### src/rtl/core/direct_mapped_transposition_table_core_assert.svh
// assertion macros for the transposition table core
// expects signals named clock and reset in the including scope
`ifndef DIRECT_MAPPED_TRANSPOSITION_TABLE_CORE_ASSERT_SVH
`define DIRECT_MAPPED_TRANSPOSITION_TABLE_CORE_ASSERT_SVH

// checked outside reset
`define DMTT_ASSERT(label, prop, msg) \
   label: assert property (@(posedge clock) disable iff (reset) prop) else $error(msg);

// checked at every edge, reset included
`define DMTT_ASSERT_ALWAYS(label, prop, msg) \
   label: assert property (@(posedge clock) prop) else $error(msg);

`endif

### src/rtl/core/dmtt_pkg.sv
// shared types and constants for the transposition table core
// no dependencies
`default_nettype none

package dmtt_pkg;

   localparam int OP_W      = 2;
   localparam int KEY_W     = 64;
   localparam int VISITS_W  = 32;
   localparam int EVAL_W    = 48;
   localparam int SLOT_SEL_W = 32;
   localparam int EPOCH_W   = 8;

   typedef enum logic [OP_W-1:0] {
      OP_STORE     = 2'd0,
      OP_PROBE     = 2'd1,
      OP_CLEAR_ONE = 2'd2,
      OP_CLEAR_ALL = 2'd3
   } op_type;

   typedef struct packed {
      op_type               operation;
      logic [KEY_W-1:0]     key;
      logic [VISITS_W-1:0]  visits;
      logic [EVAL_W-1:0]    eval_sum;
   } item_type;

   typedef struct packed {
      logic [VISITS_W-1:0]  visits;
      logic [EVAL_W-1:0]    eval_sum;
   } stat_type;

   typedef struct packed {
      logic                 live;
      logic [EPOCH_W-1:0]   epoch;
   } tag_type;

endpackage

`default_nettype wire

### src/rtl/core/dmtt_slot_index.sv
// three-stage slot index unit: low key bits modulo the table size
// reciprocal multiply, back-multiply, one correcting subtract; depends on dmtt_pkg
`default_nettype none

module dmtt_slot_index import dmtt_pkg::*; #(
   parameter int TABLE_ENTRIES = 4096,
   localparam int IDX_W = (TABLE_ENTRIES > 1) ? $clog2(TABLE_ENTRIES) : 1
) (
   input  wire logic                  clock,
   input  wire logic                  en,
   input  wire logic [SLOT_SEL_W-1:0] key_low,
   output logic      [IDX_W-1:0]      slot_idx
);

   localparam int REM_W = IDX_W + 1;
   localparam logic [63:0] RECIP_WIDE = 64'h1_0000_0000 / 64'(TABLE_ENTRIES);
   localparam logic [32:0] RECIP = RECIP_WIDE[32:0];
   localparam logic [REM_W-1:0] ENTRIES_R = REM_W'(TABLE_ENTRIES);

   logic [SLOT_SEL_W-1:0] quot_ff, quot_in;
   logic [REM_W-1:0]      xa_ff, xb_ff;
   logic [REM_W-1:0]      back_ff, back_in;
   logic [IDX_W-1:0]      slot_ff, slot_in;
   logic [64:0]           prod_wide;
   logic [REM_W-1:0]      rem;

   always_comb begin
      prod_wide = 65'(key_low) * 65'(RECIP);
      quot_in   = prod_wide[63:32];
      back_in   = quot_ff[REM_W-1:0] * ENTRIES_R;
      rem       = xb_ff - back_ff;
      if (rem >= ENTRIES_R) begin
         slot_in = IDX_W'(rem - ENTRIES_R);
      end else begin
         slot_in = rem[IDX_W-1:0];
      end
   end

   always_ff @(posedge clock) begin
      if (en) begin
         quot_ff <= quot_in;
         xa_ff   <= key_low[REM_W-1:0];
         back_ff <= back_in;
         xb_ff   <= xa_ff;
         slot_ff <= slot_in;
      end
   end

   assign slot_idx = slot_ff;

endmodule

`default_nettype wire

### config.mk
export PLATFORM = sky130hd
export DESIGN_NAME = dmtt_slot_index
export DESIGN_NICKNAME = d
export VERILOG_FILES = /design/src/rtl/core/direct_mapped_transposition_table_core_assert.svh /design/src/rtl/core/dmtt_pkg.sv /design/src/rtl/core/dmtt_slot_index.sv
export SDC_FILE = /design/constraint.sdc
export NUM_CORES = 1
export LEC_CHECK = 0
export BUFFER_PORTS_ARGS = -buffer_cell sky130_fd_sc_hd__buf_2
export CORE_MARGIN = 2
export CORE_UTILIZATION = 25
export DETAILED_ROUTE_END_ITERATION = 8
export HOLD_SLACK_MARGIN = 0.1
export SETUP_SLACK_MARGIN = 0.05
export SLEW_MARGIN = 20
export SYNTH_ARGS = -nofsm -noshare
export SYNTH_HDL_FRONTEND = slang
export SYNTH_SLANG_ARGS = --single-unit
### constraint.sdc
create_clock -name clock -period 1.1 [get_ports clock]
set_input_delay 0.11 -clock clock [delete_from_list [all_inputs] [get_ports clock]]
set_output_delay 0.11 -clock clock [all_outputs]
set_load 0.05 [all_outputs]
After elaboration in Yosys (flattened, before gate mapping)
Index checks and enable logic that the tools add are counted.
{"block": "word_totals", "inputBits": 34, "elab_cells": 9, "out_inout_bits": 12, "register_bits": 40}
{"block": "op_classes", "mux": 1, "n_lt_le_gt_ge": 1, "add_sub_neg": 2}
{"operator": "greater-or-equal comparator 13 bit, second input constant", "n": 1}
{"operator": "subtractor 13 bit", "n": 1}
{"operator": "2-to-1 mux 12 bit", "n": 1}
{"operator": "subtractor 12 x 1 -> 12 bit, second input constant", "n": 1}

Longest topological paths before layout
{"block": "logic_depth", "ltp_word": 3, "depth_mapped": 0, "ltp_nobuf": 0}

Worst setup path before layout
Ideal clock, no wire load.
{"block": "synth_timing", "path_kind": "register to output", "start": "register slot_ff[0], in the netlist slot_idx[0]", "end": "output port slot_idx[0]", "required_time_ns": 0.990, "path_stages_with_launch": 1, "path_slack_ns": 0.389, "arrival_time_ns": 0.601, "n_path_buf": 0, "cell_sequence": "edfxtp_1"}
{"item": "start: declaration", "line": "dmtt_slot_index.sv:23", "text": "logic [IDX_W-1:0] slot_ff, slot_in;"}
{"item": "start signal: assignment", "line": "dmtt_slot_index.sv:45", "text": "slot_ff <= slot_in;"}
{"item": "end: declaration", "line": "dmtt_slot_index.sv:12", "text": "output logic [IDX_W-1:0] slot_idx"}
No word-level cell between the ends.

Final worst setup path
{"block": "layout_timing", "start": "register slot_ff[4], in the netlist slot_idx[4]", "end": "output port slot_idx[4]"}
No word-level cell between the ends.

==> results.py <==
metrics = {
    "die": {
        "dieArea_um2": 4866,
        "fp-row-count": 23,
        "initial_utilization_pct": 26.45,
        "die_x_um": 69.76,
        "core_um2": 4086,
        "die_h_um": 69.76,
        "ios": 46,
    },
    "setup_path": {
        "crit_start": "slot_idx[4]$_DFFE_PP_",
        "worstSetupEndpointType": "output pin",
        "crit_family": "flip-flops",
        "crit_buf_inv": 1,
        "worstPathCellList": "buf_2",
        "r2r-start": "xa_ff[7]$_DFFE_PP_",
        "arrival_ns": 0.85,
        "critPathLaunchType": "register",
        "r2r_slack_ns": 0.47,
        "slowest_delay_ns": 0.32,
        "critPathSlowestCell": "edfxtp_1",
        "path_class": "reg -> out",
        "worst_ep_required_time_ns": 0.99,
        "cp_max_fo": 1,
    },
    "sta": {
        "setup_viol": 0,
        "finalHoldViolations": 0,
        "post-route-period-util_pct": 87.62,
        "worst_pin_slew_ns": 0.2558,
        "fmax_ghz": 1.038,
        "whs_ns": 0.1649,
        "slew_viol_final": 0,
        "tns_ns": 0,
        "finalCriticalPeriod_ns": 0.9638,
        "slew_headroom_pct": 83.06,
        "grt_setup_unrepaired": "false",
        "skew_ns": 0.001264,
    },
    "route": {
        "avgRoutedWirePerCell_um": 9.316,
        "firstDrtPassIters": 2,
        "vias": 456,
        "ant_nets": 0,
        "finalWirelength_um": 1239,
        "routed_via_density": 3.429,
        "drtIter0Drc": 13,
        "drcViolationCount": 0,
    },
    "clocking": {
        "insertion_delay_ns": 0.27,
        "cts_tree": "yes",
        "numCtsBuffers": 5,
        "cts_max_level": 2,
        "cts_sinks": 36,
        "cts_resized": 0,
        "cts.clk_slew.worst_paths_ns": 0.06,
        "clock_path_buffers": 2,
        "root_buffer": "clkbuf_8",
    },
    "final_layout": {
        "fin_util_pct": 37.29,
        "ff_latch_area_um2": 1081,
        "area_growth_pct": 40.97,
        "antenna_cells": 0,
        "fillCellCount": 384,
        "final_area_um2": 1524,
        "multi_input_gates": 0,
        "nets": 116,
        "layout-drive-gt1-share_pct": 40.96,
        "multi_input_area_um2": 0,
    },
    "synthesis": {
        "netlist_top_cells_area": "edfxtp_1 100%",
        "synth_top_area_share_pct": 100.0,
        "netlist_instances": 36,
        "synth_area_per_cell_um2": 30.03,
        "yosysTopAreaCell": "edfxtp_1",
        "syn-cell-area_um2": 1081,
        "synth_nets": 70,
        "ys_ff_latch": 36,
        "ys.warnings.count": 0,
        "ys_seq_area_share_pct": 100.0,
        "synth.distinct_cells": 1,
    },
    "run_status": {
        "outcome": "finished, final reports clean",
    },
    "global_routing": {
        "grt_pass1_vias": 428,
        "track_usage_pct": 5.897,
        "grt_pass1_wl_um": 1987,
        "grt_overflow_total": 0,
        "grt_max_degree": 25,
        "antenna_found_initial": 0,
    },
    "place": {
        "dp_hpwl_um": 819.8,
        "place_area_um2": 1296,
        "port-buffer-count": 25,
        "gp_congestion": 0.6067,
    },
    "pwr": {
        "irDropWorstVdd_uv": 635.9,
        "p_per_area_nw_per_um2": 1919,
        "leakagePower_nw": 0.5702,
        "power_mw": 2.925,
    },
    "run": {
        "drv_cap": 0,
    },
    "min_path": {
        "hold_class": "in -> reg",
        "min_from": "en",
    },
}
-- state kept, by name, indices dropped and copies added (netlist names) --
name / cells
slot_idx: 12
xa_ff: 12
xb_ff: 12
-- report_power, final --
part / internal, mW / switching, mW
clock network: 0.671 / 0.407
registers: 1.62 / 0.0181
logic: 0.0701 / 0.138
total: 2.36 / 0.563
-- timing repair --
action	in CTS	in global routing
endpoints found under the hold margin	12	0
setup buffers	0	0
hold buffers	12	0
-- synthesized netlist by cell type (all sizes together) --
library cell,n
edfxtp,36
-- per-stage QoR --
step / setup slack, ns / std cells
final: 0.1362 / 133
after detailed placement: 0.3062 / 113
after CTS: 0.1157 / 133
after global placement: 0.3212 / 113
after global routing: 0.07721 / 133
after floorplan: 0.3894 / 36
-- layout by cell type (no fill, tap or decap) --
master	instances
clkinv_2	1
edfxtp_1	36
dlygate4sd3_1	12
clkbuf_8	5
buf_4	1
buf_2	25
bufinv_16	1
buf_12	1
clkbuf_1	1
-- layer usage --
layer	vias to the layer above	wire (um)	GRT usage (%)
met5	-	0	0
met4	0	27	5.128
met3	2	140	5.087
met2	24	542	7.725
met1	194	529	5.634
li1	236	-	-
-- final cells by class --
| class | instances | share of cell area (%) |
|---|---|---|
| tap | 50 | 4.105 |
| clock inverter | 2 | 2.299 |
| timing repair buffer | 39 | 17.90 |
| clock buffer | 6 | 4.762 |
| sequential | 36 | 70.94 |
-- kinds of logic after synthesis --
group  after synthesis  share of synthesized area, %
flops               36                         100.0
-- path summary, 6_finish.rpt --
kind	to	cells after the start
setup / recovery	slot_idx[4]	1
hold / removal	slot_idx[11]$_DFFE_PP_	1
setup reg to reg	xb_ff[7]$_DFFE_PP_	0
hold reg to reg	slot_idx[0]$_DFFE_PP_	0
(Power assumes the default switching activity.)
